**config.mk**
```make
export PLATFORM = sky130hd
export DESIGN_NAME = lfu_cache_table
export DESIGN_NICKNAME = d
export VERILOG_FILES = /design/src/hw/rtl/lfu_pkg.sv /design/src/hw/rtl/lfu_ram.sv /design/src/hw/rtl/lfu_scan.sv /design/src/hw/rtl/lfu_cache_table.sv
export SDC_FILE = /design/constraint.sdc
export NUM_CORES = 2
export LEC_CHECK = 0
export ABC_AREA = 1
export ABC_CLOCK_PERIOD_IN_PS = 8400
export BUFFER_PORTS_ARGS = -buffer_cell sky130_fd_sc_hd__buf_2
export CORE_MARGIN = 1
export CORE_UTILIZATION = 63
export CTS_CLUSTER_DIAMETER = 150
export CTS_CLUSTER_SIZE = 30
export DETAILED_ROUTE_END_ITERATION = 10
export HOLD_SLACK_MARGIN = 0.1
export PLACE_DENSITY = 0.8
export SYNTH_ARGS = -nofsm -noshare
export SYNTH_HDL_FRONTEND = slang
export SYNTH_SLANG_ARGS = --single-unit
```
**constraint.sdc**
```tcl
create_clock -name clock -period 8.4 [get_ports clock]
set_input_delay 0.84 -clock clock [delete_from_list [all_inputs] [get_ports clock]]
set_output_delay 0.84 -clock clock [all_outputs]
set_load 0.02 [all_outputs]
```
**src/hw/rtl/lfu_pkg.sv**
```systemverilog
`timescale 1ns / 1ps
// ----------------------------------------------------------------------------
// LFU cache package
// Shared widths, codes and the scan status type of the LFU cache table.
// ----------------------------------------------------------------------------
package lfu_pkg;

   localparam int ENTRIES_DEF = 16;

   localparam int KEY_W = 32;
   localparam int VAL_W = 32;
   localparam int CNT_W = 32;
   localparam int CAP_W = 5;

   localparam logic [CAP_W-1:0] CAP_RESET = CAP_W'(16);

   localparam logic signed [VAL_W-1:0] NO_VALUE  = -VAL_W'(1);
   localparam logic [CNT_W-1:0]        COUNT_MAX = {CNT_W{1'b1}};

   // Operation codes of the request word.
   localparam logic CMD_GET = 1'b0;
   localparam logic CMD_PUT = 1'b1;

   // Status of one pass over the table.
   typedef struct packed {
      logic done;
      logic found;
      logic have_free;
   } scan_status_type;

endpackage

```
**src/hw/rtl/lfu_ram.sv**
```systemverilog
`timescale 1ns / 1ps
// ----------------------------------------------------------------------------
// LFU generic RAM
// Simple dual-port RAM, one write and one read port, registered read data.
// ----------------------------------------------------------------------------
module lfu_ram #(
   parameter int WIDTH = 32,
   parameter int DEPTH = 16,
   parameter int AW    = (DEPTH > 1) ? $clog2(DEPTH) : 1
) (
   input  logic             clock,
   input  logic             wr_en,
   input  logic [AW-1:0]    wr_addr,
   input  logic [WIDTH-1:0] wr_data,
   input  logic             rd_en,
   input  logic [AW-1:0]    rd_addr,
   output logic [WIDTH-1:0] rd_data
);

   logic [WIDTH-1:0] mem [DEPTH];
   logic [WIDTH-1:0] rd_data_ff;

   always_ff @(posedge clock) begin
      if (wr_en) begin
         mem[wr_addr] <= wr_data;
      end
      if (rd_en) begin
         rd_data_ff <= mem[rd_addr];
      end
   end

   assign rd_data = rd_data_ff;

endmodule

```
**src/hw/rtl/lfu_scan.sv**
```systemverilog
`timescale 1ns / 1ps
// ----------------------------------------------------------------------------
// LFU table scan
// Walks the table once per request: finds the key, the first free slot and
// the eviction victim, and writes back ranks adjusted by the last promotion.
// ----------------------------------------------------------------------------
module lfu_scan #(
   parameter int ENTRIES = lfu_pkg::ENTRIES_DEF,
   parameter int IW      = (ENTRIES > 1) ? $clog2(ENTRIES) : 1,
   parameter int NW      = $clog2(ENTRIES + 1),
   parameter int WW      = lfu_pkg::KEY_W + lfu_pkg::VAL_W + lfu_pkg::CNT_W + IW
) (
   input  logic                         clock,
   input  logic                         reset,
   input  logic                         start,
   input  logic [lfu_pkg::KEY_W-1:0]    lookup_key,
   input  logic [ENTRIES-1:0]           valid_vec,
   input  logic                         pend_vld,
   input  logic [IW-1:0]                pend_slot,
   input  logic [IW-1:0]                pend_rank,
   output logic                         rd_en,
   output logic [IW-1:0]                rd_addr,
   input  logic [WW-1:0]                rd_data,
   output logic                         wb_en,
   output logic [IW-1:0]                wb_addr,
   output logic [WW-1:0]                wb_data,
   output lfu_pkg::scan_status_type     status,
   output logic [IW-1:0]                hit_idx,
   output logic [lfu_pkg::VAL_W-1:0]    hit_value,
   output logic [lfu_pkg::CNT_W-1:0]    hit_count,
   output logic [IW-1:0]                hit_rank,
   output logic [IW-1:0]                vic_idx,
   output logic [IW-1:0]                vic_rank,
   output logic [IW-1:0]                free_idx,
   output logic [NW-1:0]                nvalid
);

   import lfu_pkg::*;

   localparam logic [IW-1:0] LAST_IDX = IW'(ENTRIES - 1);

   logic            issuing_ff, issuing_in;
   logic [IW-1:0]   iss_idx_ff, iss_idx_in;
   logic            dat_vld_ff, dat_last_ff, done_ff;
   logic [IW-1:0]   dat_idx_ff;

   logic            found_ff, have_free_ff, have_vic_ff;
   logic [IW-1:0]   hit_idx_ff, hit_rank_ff, vic_idx_ff, vic_rank_ff, free_idx_ff;
   logic [VAL_W-1:0] hit_value_ff;
   logic [CNT_W-1:0] hit_count_ff, vic_count_ff;
   logic [NW-1:0]   nvalid_ff;

   logic [KEY_W-1:0] d_key;
   logic [VAL_W-1:0] d_value;
   logic [CNT_W-1:0] d_count;
   logic [IW-1:0]    d_rank, cor_rank;
   logic             d_valid, d_match, d_better;

   assign d_key   = rd_data[WW-1 -: KEY_W];
   assign d_value = rd_data[WW-KEY_W-1 -: VAL_W];
   assign d_count = rd_data[IW +: CNT_W];
   assign d_rank  = rd_data[IW-1:0];
   assign d_valid = dat_vld_ff && valid_vec[dat_idx_ff];

   // The previous request's promotion is applied here, on the way through.
   always_comb begin
      cor_rank = d_rank;
      if (pend_vld) begin
         if (dat_idx_ff == pend_slot) begin
            cor_rank = '0;
         end else if (d_rank < pend_rank) begin
            cor_rank = d_rank + IW'(1);
         end
      end
   end

   assign d_match  = d_valid && !found_ff && (d_key == lookup_key);
   assign d_better = !have_vic_ff || (d_count < vic_count_ff) ||
                     ((d_count == vic_count_ff) && (cor_rank > vic_rank_ff));

   always_comb begin
      issuing_in = issuing_ff;
      iss_idx_in = iss_idx_ff;
      if (start) begin
         issuing_in = 1'b1;
         iss_idx_in = '0;
      end else if (issuing_ff) begin
         if (iss_idx_ff == LAST_IDX) begin
            issuing_in = 1'b0;
         end else begin
            iss_idx_in = iss_idx_ff + IW'(1);
         end
      end
   end

   always_ff @(posedge clock) begin
      if (reset) begin
         issuing_ff  <= 1'b0;
         iss_idx_ff  <= '0;
         dat_vld_ff  <= 1'b0;
         dat_last_ff <= 1'b0;
         done_ff     <= 1'b0;
      end else begin
         issuing_ff  <= issuing_in;
         iss_idx_ff  <= iss_idx_in;
         dat_vld_ff  <= issuing_ff;
         dat_last_ff <= issuing_ff && (iss_idx_ff == LAST_IDX);
         done_ff     <= dat_vld_ff && dat_last_ff;
      end
   end

   always_ff @(posedge clock) begin
      dat_idx_ff <= iss_idx_ff;
      if (start) begin
         found_ff     <= 1'b0;
         have_free_ff <= 1'b0;
         have_vic_ff  <= 1'b0;
         nvalid_ff    <= '0;
      end else if (dat_vld_ff) begin
         if (d_valid) begin
            nvalid_ff <= nvalid_ff + NW'(1);
            if (d_better) begin
               have_vic_ff  <= 1'b1;
               vic_idx_ff   <= dat_idx_ff;
               vic_count_ff <= d_count;
               vic_rank_ff  <= cor_rank;
            end
         end else if (!have_free_ff) begin
            have_free_ff <= 1'b1;
            free_idx_ff  <= dat_idx_ff;
         end
         if (d_match) begin
            found_ff     <= 1'b1;
            hit_idx_ff   <= dat_idx_ff;
            hit_value_ff <= d_value;
            hit_count_ff <= d_count;
            hit_rank_ff  <= cor_rank;
         end
      end
   end

   assign rd_en   = issuing_ff;
   assign rd_addr = iss_idx_ff;

   assign wb_en   = d_valid && pend_vld;
   assign wb_addr = dat_idx_ff;
   assign wb_data = {d_key, d_value, d_count, cor_rank};

   assign status.done      = done_ff;
   assign status.found     = found_ff;
   assign status.have_free = have_free_ff;

   assign hit_idx   = hit_idx_ff;
   assign hit_value = hit_value_ff;
   assign hit_count = hit_count_ff;
   assign hit_rank  = hit_rank_ff;
   assign vic_idx   = vic_idx_ff;
   assign vic_rank  = vic_rank_ff;
   assign free_idx  = free_idx_ff;
   assign nvalid    = nvalid_ff;

endmodule

```
**src/hw/rtl/lfu_cache_table.sv**
```systemverilog
`timescale 1ns / 1ps
// ----------------------------------------------------------------------------
// LFU cache table
// Key-value store with least-frequently-used replacement and a
// least-recently-used tie break, kept in one synchronous RAM.
// ----------------------------------------------------------------------------
//
//   Channel  Direction  Handshake              Word
//   req_     in         req_valid / req_stall  cmd, lookup_key, write_value
//   rsp_     out        rsp_valid / rsp_stall  hit, read_value
//   csr_     in         csr_valid / csr_ready  capacity_in_use
//
// A request makes one read pass over the table RAM, one entry per cycle
// through its single read port, before its response is formed. With a
// capacity in use of zero the pass is skipped and the request goes
// straight to its response.
// Reset clears the valid bits and all control state; the RAM is not cleared.
// req_stall is high while a request is in flight. A response held by
// rsp_stall sits in the output register; the next request may already be
// accepted and scanned, and it only waits to write its result.
//
// Each RAM word holds key, value, use count and recency rank (0 = most
// recent). The rank shifts that a promotion causes are not done at once:
// the promotion is kept pending and is applied to every entry as the next
// request's pass reads it, and the adjusted word is written back in the same
// cycle. Victim choice therefore always sees the correct ranks.
// ----------------------------------------------------------------------------
module lfu_cache_table #(
   parameter int ENTRIES = lfu_pkg::ENTRIES_DEF
) (
   input  logic                              clock,
   input  logic                              reset,
   input  logic                              req_valid,
   output logic                              req_stall,
   input  logic                              req_cmd,
   input  logic [lfu_pkg::KEY_W-1:0]         req_lookup_key,
   input  logic signed [lfu_pkg::VAL_W-1:0]  req_write_value,
   output logic                              rsp_valid,
   input  logic                              rsp_stall,
   output logic                              rsp_hit,
   output logic signed [lfu_pkg::VAL_W-1:0]  rsp_read_value,
   input  logic                              csr_valid,
   output logic                              csr_ready,
   input  logic [lfu_pkg::CAP_W-1:0]         csr_capacity_in_use
);

   import lfu_pkg::*;

   localparam int IW = (ENTRIES > 1) ? $clog2(ENTRIES) : 1;
   localparam int NW = $clog2(ENTRIES + 1);
   localparam int WW = KEY_W + VAL_W + CNT_W + IW;

   localparam logic [1:0] S_IDLE = 2'd0;
   localparam logic [1:0] S_SCAN = 2'd1;
   localparam logic [1:0] S_DONE = 2'd2;

   // Control state.
   logic [1:0]        state_ff, state_in;
   logic [CAP_W-1:0]  capacity_ff, capacity_in;
   logic [ENTRIES-1:0] valid_ff, valid_in;
   logic              pend_vld_ff, pend_vld_in;
   logic              rsp_valid_ff, rsp_valid_in;

   // Request and result payload.
   logic              cmd_ff;
   logic [KEY_W-1:0]  key_ff;
   logic [VAL_W-1:0]  wval_ff;
   logic [NW-1:0]     cap_ff, cap_eff;
   logic              off_ff;
   logic [IW-1:0]     pend_slot_ff, pend_slot_in;
   logic [IW-1:0]     pend_rank_ff, pend_rank_in;
   logic              rsp_hit_ff, rsp_hit_in;
   logic [VAL_W-1:0]  rsp_value_ff, rsp_value_in;

   logic              req_take, start, finish_go, use_free;
   logic              fin_we;
   logic [IW-1:0]     fin_addr;
   logic [WW-1:0]     fin_data;
   logic [CNT_W-1:0]  cnt_next;

   // Scan results.
   scan_status_type   status;
   logic [IW-1:0]     hit_idx, hit_rank, vic_idx, vic_rank, free_idx;
   logic [VAL_W-1:0]  hit_value;
   logic [CNT_W-1:0]  hit_count;
   logic [NW-1:0]     nvalid;

   // RAM ports.
   logic              rd_en, wb_en, ram_we;
   logic [IW-1:0]     rd_addr, wb_addr, ram_waddr;
   logic [WW-1:0]     rd_data, wb_data, ram_wdata;

   // A capacity above the table size acts as the table size.
   assign cap_eff = (32'(capacity_ff) > ENTRIES) ? NW'(ENTRIES) : NW'(capacity_ff);

   assign req_take  = req_valid && !req_stall;
   assign start     = req_take && (cap_eff != '0);
   assign finish_go = (state_ff == S_DONE) && (!rsp_valid_ff || !rsp_stall);

   // A new key takes a free slot only while occupancy is under the capacity.
   assign use_free  = (nvalid < cap_ff) && status.have_free;
   assign cnt_next  = (hit_count == COUNT_MAX) ? hit_count : hit_count + CNT_W'(1);

   always_comb begin
      fin_we   = finish_go && !off_ff && (status.found || (cmd_ff == CMD_PUT));
      fin_addr = vic_idx;
      fin_data = {key_ff, wval_ff, CNT_W'(1), IW'(0)};
      if (status.found) begin
         fin_addr = hit_idx;
         fin_data = {key_ff, (cmd_ff == CMD_PUT) ? wval_ff : hit_value, cnt_next, IW'(0)};
      end else if (use_free) begin
         fin_addr = free_idx;
      end
   end

   // The pass write-back and the final write never fall in the same cycle.
   assign ram_we    = fin_we || wb_en;
   assign ram_waddr = fin_we ? fin_addr : wb_addr;
   assign ram_wdata = fin_we ? fin_data : wb_data;

   always_comb begin
      state_in     = state_ff;
      capacity_in  = capacity_ff;
      valid_in     = valid_ff;
      pend_vld_in  = pend_vld_ff;
      pend_slot_in = pend_slot_ff;
      pend_rank_in = pend_rank_ff;
      rsp_valid_in = rsp_valid_ff;
      rsp_hit_in   = rsp_hit_ff;
      rsp_value_in = rsp_value_ff;

      if (csr_valid && csr_ready) begin
         capacity_in = csr_capacity_in_use;
      end

      if (rsp_valid_ff && !rsp_stall) begin
         rsp_valid_in = 1'b0;
      end

      unique case (state_ff)
         S_IDLE: begin
            if (req_take) begin
               state_in = (cap_eff != '0) ? S_SCAN : S_DONE;
            end
         end
         S_SCAN: begin
            if (status.done) begin
               state_in = S_DONE;
            end
         end
         S_DONE: begin
            if (finish_go) begin
               state_in     = S_IDLE;
               rsp_valid_in = 1'b1;
               rsp_hit_in   = 1'b0;
               rsp_value_in = NO_VALUE;
               if (!off_ff) begin
                  // The pass consumed the old pending promotion.
                  pend_vld_in = 1'b0;
                  if (status.found) begin
                     rsp_hit_in   = 1'b1;
                     if (cmd_ff == CMD_GET) begin
                        rsp_value_in = hit_value;
                     end
                     pend_vld_in  = 1'b1;
                     pend_slot_in = hit_idx;
                     pend_rank_in = hit_rank;
                  end else if (cmd_ff == CMD_PUT) begin
                     pend_vld_in = 1'b1;
                     if (use_free) begin
                        valid_in[free_idx] = 1'b1;
                        pend_slot_in       = free_idx;
                        pend_rank_in       = IW'(nvalid);
                     end else begin
                        pend_slot_in = vic_idx;
                        pend_rank_in = vic_rank;
                     end
                  end
               end
            end
         end
         default: begin
            state_in = S_IDLE;
         end
      endcase
   end

   always_ff @(posedge clock) begin
      if (reset) begin
         state_ff     <= S_IDLE;
         capacity_ff  <= CAP_RESET;
         valid_ff     <= '0;
         pend_vld_ff  <= 1'b0;
         rsp_valid_ff <= 1'b0;
      end else begin
         state_ff     <= state_in;
         capacity_ff  <= capacity_in;
         valid_ff     <= valid_in;
         pend_vld_ff  <= pend_vld_in;
         rsp_valid_ff <= rsp_valid_in;
      end
   end

   always_ff @(posedge clock) begin
      if (req_take) begin
         cmd_ff  <= req_cmd;
         key_ff  <= req_lookup_key;
         wval_ff <= req_write_value;
         cap_ff  <= cap_eff;
         off_ff  <= (cap_eff == '0);
      end
      pend_slot_ff <= pend_slot_in;
      pend_rank_ff <= pend_rank_in;
      rsp_hit_ff   <= rsp_hit_in;
      rsp_value_ff <= rsp_value_in;
   end

   lfu_scan #(
      .ENTRIES (ENTRIES),
      .IW      (IW),
      .NW      (NW),
      .WW      (WW)
   ) u_scan (
      .clock      (clock),
      .reset      (reset),
      .start      (start),
      .lookup_key (key_ff),
      .valid_vec  (valid_ff),
      .pend_vld   (pend_vld_ff),
      .pend_slot  (pend_slot_ff),
      .pend_rank  (pend_rank_ff),
      .rd_en      (rd_en),
      .rd_addr    (rd_addr),
      .rd_data    (rd_data),
      .wb_en      (wb_en),
      .wb_addr    (wb_addr),
      .wb_data    (wb_data),
      .status     (status),
      .hit_idx    (hit_idx),
      .hit_value  (hit_value),
      .hit_count  (hit_count),
      .hit_rank   (hit_rank),
      .vic_idx    (vic_idx),
      .vic_rank   (vic_rank),
      .free_idx   (free_idx),
      .nvalid     (nvalid)
   );

   lfu_ram #(
      .WIDTH (WW),
      .DEPTH (ENTRIES),
      .AW    (IW)
   ) u_table (
      .clock   (clock),
      .wr_en   (ram_we),
      .wr_addr (ram_waddr),
      .wr_data (ram_wdata),
      .rd_en   (rd_en),
      .rd_addr (rd_addr),
      .rd_data (rd_data)
   );

   assign req_stall      = (state_ff != S_IDLE);
   assign csr_ready      = 1'b1;
   assign rsp_valid      = rsp_valid_ff;
   assign rsp_hit        = rsp_hit_ff;
   assign rsp_read_value = rsp_value_ff;

endmodule

```
After elaboration in Yosys (flattened, before gate mapping):

Memories as Yosys holds them, arrays and structs flattened. A register that Yosys moved wholly into a read port is not among the register bits.
Index checks and enable logic that the tools add are counted.

* bits in registers: 273
* bits in latches: 0
* memory bits (writable): 1600
* memory bits (read-only): 0
* bits of input ports: 75
* output and inout port bits: 36
* logic and storage cells: 144
* memories kept: 1

* add/sub/neg operators: 4
* multipliers: 0
* divide/modulo/power cells: 0
* magnitude comparators: 8
* equal/unequal tests: 10
* shifts and indexed selects: 0
* mux-type cells: 36
* bitwise gates (word level): 7
* reductions and logical operators: 46

Memories
* u_table.mem: words 16, width 100, rd ports 1, clocked after Yosys merged registers in 1, write ports 1, line lfu_ram.sv:20 `logic [WIDTH-1:0] mem [DEPTH];`

Operators with widths (count)
* 100-bit 2-to-1 mux: 1
* 68-bit 2-to-1 mux: 1
* 32-bit == test: 2
* 32-bit 2-to-1 mux: 2
* 4-bit 2-to-1 mux: 11
* 32-bit by 1-bit adder with 32-bit output, second input constant: 1
* 32-bit == test, second input constant: 1
* 32-bit less-than comparator: 1
* 16-bit OR: 1
* 1-bit logical AND: 15
* 1-bit 2-to-1 mux: 13
* 3-bit AND reduction: 4
* 4-bit AND reduction: 3
* 4-bit by 5-bit less-than comparator with 1-bit output, second input constant: 2
* 2-bit AND reduction: 5
* 4-bit by 1-bit adder with 4-bit output, second input constant: 2
* 2-bit 2-to-1 mux: 4
* 1-bit zero test: 6
* 1-bit NOT: 6
* 2-bit case mux with 3 select lines: 1
* 6-bit AND reduction: 1
* 5-bit by 1-bit adder with 5-bit output, second input constant: 1
* 5-bit greater-than comparator, second input constant: 1
* 5-bit zero test: 1
* 19 further kinds: 25

Depth between registers and ports, before layout:

* depth in word-level cells: 8
* mapped depth: 17
* depth with buffers taken out: 17

By module:

From an unflattened synthesis, not the netlist that was laid out.

* cell total of the unflattened synthesis: 8237
* area total of the unflattened synthesis: 86832.0 um^2

Modules (own cells, without submodules)
* lfu_ram: times used 1, cells an instance 6563, area an instance 72089.1 um^2, seq. area each 51049.0 um^2
* lfu_cache_table: times used 1, cells an instance 1022, area an instance 7816.2 um^2, seq. area each 3863.7 um^2
* lfu_scan: times used 1, cells an instance 652, area an instance 6926.6 um^2, seq. area each 3883.7 um^2

Worst setup path after synthesis:

Ideal clock, no wire load.

* path kind: in2reg
* start: input rsp_stall
* end: memory u_table.mem[0][0] (netlist bit) (enable)
* setup time: 560 ps
* arrival: 5931 ps
* required time: 7840 ps
* setup slack: 1909 ps
* stages on the path: 10
* buffers on the path: 1
* cell sequence: nand2_1 > nand2_2 > nor2_2 > o21ai_2 > inv_2 > buf_4 > nand3_1 > o21ai_1 > nand2_1 > nor2_1

* cells in the longest elaborated chain, start to end: 8
* elaborated cells between the ends (all ways): 9
* classes of those cells: mux (3); reduce/logical (6)

RTL lines
* start, declared: line lfu_cache_table.sv:39 `input logic rsp_stall,`
* 1-bit zero test (*): line lfu_cache_table.sv:98 `assign finish_go = (state_ff == S_DONE) && (!rsp_valid_ff || !rsp_stall);`
* 1-bit logical OR (*): line lfu_cache_table.sv:98
* 1-bit logical AND (*): line lfu_cache_table.sv:98
* 1-bit logical AND (*) (2 in series): line lfu_cache_table.sv:105 `fin_we = finish_go && !off_ff && (status.found || (cmd_ff == CMD_PUT));`
* 1-bit logical OR: line lfu_cache_table.sv:117 `assign ram_we = fin_we || wb_en;`
* 1-bit 2-to-1 mux: line lfu_ram.sv:24 `if (wr_en) begin`
* 1-bit 2-to-1 mux (implied by the code): line lfu_ram.sv:25 `mem[wr_addr] <= wr_data;`
* end, declared: line lfu_ram.sv:20

Every way passes the cells marked *; elsewhere a longest branch is shown, timed or not.

Worst setup path in the final report:

* start: register rsp_valid_ff, in the netlist rsp_valid
* end: memory u_table.mem[10][51] (netlist bit) (enable)

* cells in the longest elaborated chain, start to end: 8
* elaborated cells between the ends (all ways): 9
* classes of those cells: mux (3); reduce/logical (6)

RTL lines
* start, declared: line lfu_cache_table.sv:62 `logic rsp_valid_ff, rsp_valid_in;`
* start signal, assigned: line lfu_cache_table.sv:200 `rsp_valid_ff <= rsp_valid_in;`
* 1-bit zero test (*): line lfu_cache_table.sv:98
* 1-bit logical OR (*): line lfu_cache_table.sv:98
* 1-bit logical AND (*): line lfu_cache_table.sv:98
* 1-bit logical AND (*) (2 in series): line lfu_cache_table.sv:105
* 1-bit logical OR: line lfu_cache_table.sv:117
* 1-bit 2-to-1 mux: line lfu_ram.sv:24
* 1-bit 2-to-1 mux (implied by the code): line lfu_ram.sv:25

Marks and branches as above.

==> impl_metrics.csv <==
group,metric,value,unit
clocking,cts_setup_buffers,0,
clocking,cts-root-buf,"clkbuf_16",
critical_path,crit_type,"reg2reg",
final_layout,multi_input_area,17520,sq um
die,die_h,355.1,um
die,rows,129,
final_layout,final_common_cell,"edfxtp_1",
clocking,clkTransAtPathRegs,0.11,ns
synth,yosys_warnings,0,
synth,synth_ff_type,"edfxtp_1",
global_route,antenna_found_initial,1,
synth,synth.net_count,5901,
clocking,postCtsHoldBufs,0,
global_route,grt_first_pass_wirelength,277900,um
clocking,cts_sinks,1973,
final_layout,mostFrequentLayoutCells,"edfxtp_1 (1928), nor2_1 (997), nand2_1 (611), o21ai_0 (442), nand3_1 (304)",
power,p_leak,26.34,nW
final_layout,drive_gt1_share,6.411,%
clocking,tritoncts,"yes",
route,wire_per_inst,25.20,um
power,power_density,205.1,nW/um^2
sta,layout_setup_ws,3.732,ns
sta,worst_pin_slew,1.402,ns
power,finalPower,0.01694,W
die,start_util,63.52,%
sta,fmax,0.2142,GHz
clocking,cts_max_path_buffers,3,
global_route,grt_pass1_vias,46100,
sta,relSlewSlack,5.926,%
critical_path,path_max_fanout,56,
synth,async_flop_share,0,%
synth,synth-seq-cells,1973,
route,avgViaCountPerCell,6.575,
clocking,numCtsBuffers,75,
route,route.detailed.drc,0,
critical_path,startpoint_type,"flip-flop",
place,io_buffers,109,
synth,yosysSeqAreaShare,74.87,%
critical_path,crit_required,8.73,ns
place,gp_congestion,0.8860,
sta,finalSetupViolations,0,
die,die_w,355.1,um
place,dp_hpwl,104600,um
clocking,clkLatencyLatePin,0.72,ns
worst_hold_path,hp-class,"in2reg",
route,drt-pass1-iter-count,6,
clocking,ctsResizeCount,0,
outcome,status,"finished clean",
die,dieArea,126100,sq um
route,vias,48510,
job,maxCapViolCount,0,
sta,skew,0.04243,ns
route,drt-initial-drc-count,7087,
power,irDropWorstVdd,241.8,uV
synth,syn-mean-instance-area,13.59,sq um
sta,fin_tns_setup,0,ns
synth,synth.distinct_cells,47,
sta,whs,0.3064,ns
final_layout,nets,5845,
sta,period_needed,4.668,ns
sta,hold_viol,0,
synth,netlist_area,78540,sq um
global_route,track_usage,29.16,%
synth,syn_inst,5779,
sta,finalCritPeriodShare,55.57,%
sta,drv_slew,0,
critical_path,arrival,5.00,ns
critical_path,end_kind,"flip-flop",
final_layout,ff_latch_area,58810,sq um
place,post-place-ws,3.157,ns
final_layout,syn2layout_area_growth,5.179,%
final_layout,fillCellCount,8262,
route,wirelength,185900,um
die,pin_count,111,
sta,rsz0062_at_grt,"false",
global_route,grt-ovfl-total,0,
die,core,123600,sq um
global_route,grt_max_degree,228,
clocking,h-tree-depth,3,
route,ant_nets,0,
synth,synth_edf_count,1928,
-- layout make-up --
cell class,count,share of cell area (%)
Antenna cell,2,0.006059
Clock buffer,91,2.396
Clock inverter,3,0.03181
Inverter,202,0.9543
Multi-Input combinational cell,3252,21.21
Sequential cell,1973,71.20
Tap cell,1637,2.480
Timing Repair Buffer,219,1.721
-- Yosys cell counts (2+ instances only) --
cell      number  share of area, %
o22ai_1        2             0.016
nand4_1       23              0.18
a31oi_1       37              0.29
a21oi_1       60              0.38
ha_1          47              0.75
nor2_2         4             0.032
buf_2         99              0.63
nand2_1      611               2.9
nor2_1      1017               4.9
nand3b_1       4             0.038
buf_1         21              0.10
nand3_1      304               1.9
o32ai_1      239               2.7
xnor2_1       11              0.12
buf_4         43              0.41
clkbuf_1     185              0.88
a21o_1         2             0.019
nand2_2        4             0.032
nor3_2         2             0.025
mux2i_1      161               2.1
dfxtp_1       45               1.1
or2_2          6             0.048
xor2_1        19              0.21
inv_2          7             0.033
o21ai_1       12             0.076
nor3_4         2             0.041
a21boi_0       2             0.019
buf_6          4             0.057
nor3_1        17              0.11
o211ai_1      41              0.39
o221ai_1     161               1.8
inv_1        193              0.92
nand3_2        2             0.025
edfxtp_1    1928                74
o21ai_0      447               2.8
nor2_4         4             0.057
or2_0          3             0.024
-- stage by stage --
stage | area (sq um) | instances | utilization, %
floorplan | 78540 | 5779 | -
global placement | 80590 | 7283 | 65.19
detailed placement | 80590 | 7283 | 65.19
CTS | 82600 | 7377 | 66.81
global route | 82600 | 7378 | 66.81
finish | 82600 | 7379 | 66.81
-- sequential cells by signal (all words and copies together) (netlist names), 5 cells and up --
signal / flops
cap_ff: 5
capacity_ff: 5
key_ff: 32
rsp_read_value: 32
u_scan.hit_count: 32
u_scan.hit_value: 32
u_scan.nvalid: 5
u_scan.vic_count_ff: 32
u_table.mem: 1600
u_table.rd_data: 100
valid_ff: 16
wval_ff: 32
-- power breakdown --
group	switching (W)	internal [W]	total, W
clock network	0.00274	0.00169	0.00443
registers	0.000114	0.0111	0.0112
logic	0.000952	0.000331	0.00128
total	0.00380	0.0131	0.0169
-- cell families (layout without fill, tap and decap cells) --
logic type	Yosys count	after routing	share of synthesized area, %
other cells	1	3	0.004775
xor+xnor	30	30	0.3346
flops	1973	1973	74.87
fa+ha+maj	47	47	0.7488
compound gates	1005	1005	8.536
mux	161	161	2.052
simple gates	2008	2008	10.40
buf+inv	554	515	3.053
-- per-layer routing --
| layer | share of wire [%] | global-route usage [%] |
|---|---|---|
| met3 | 11 | 4.472 |
| met4 | 3.4 | 10.69 |
| met5 | 0 | 0 |
| met2 | 47 | 45.90 |
| met1 | 38 | 41.84 |
-- path summary, 6_finish.rpt --
kind / start / slack, ns / cells past startpoint / endpoint
setup / recovery: rsp_valid / 3.73 / 11 / u_table.mem[10][51]
hold / removal: req_lookup_key[2] / 0.31 / 1 / key_ff[2]
setup reg to reg: rsp_valid / 3.73 / 11 / u_table.mem[10][51]
hold reg to reg: u_scan.rd_addr[3] / 0.43 / 0 / u_scan.wb_addr[3]
-- critical path, cell delays in order (launching register included) --
cell,delay (ns)
dfxtp_1,0.35
nand2_1,0.09
nand2_2,0.16
nor2_2,0.08
o21ai_4,0.09
buf_4,0.61
buf_4,0.54
nand2_1,0.10
nand2_1,0.12
nand3_1,0.31
nor2_4,0.95
buf_4,0.78
Power figures use the tool's default switching activity.
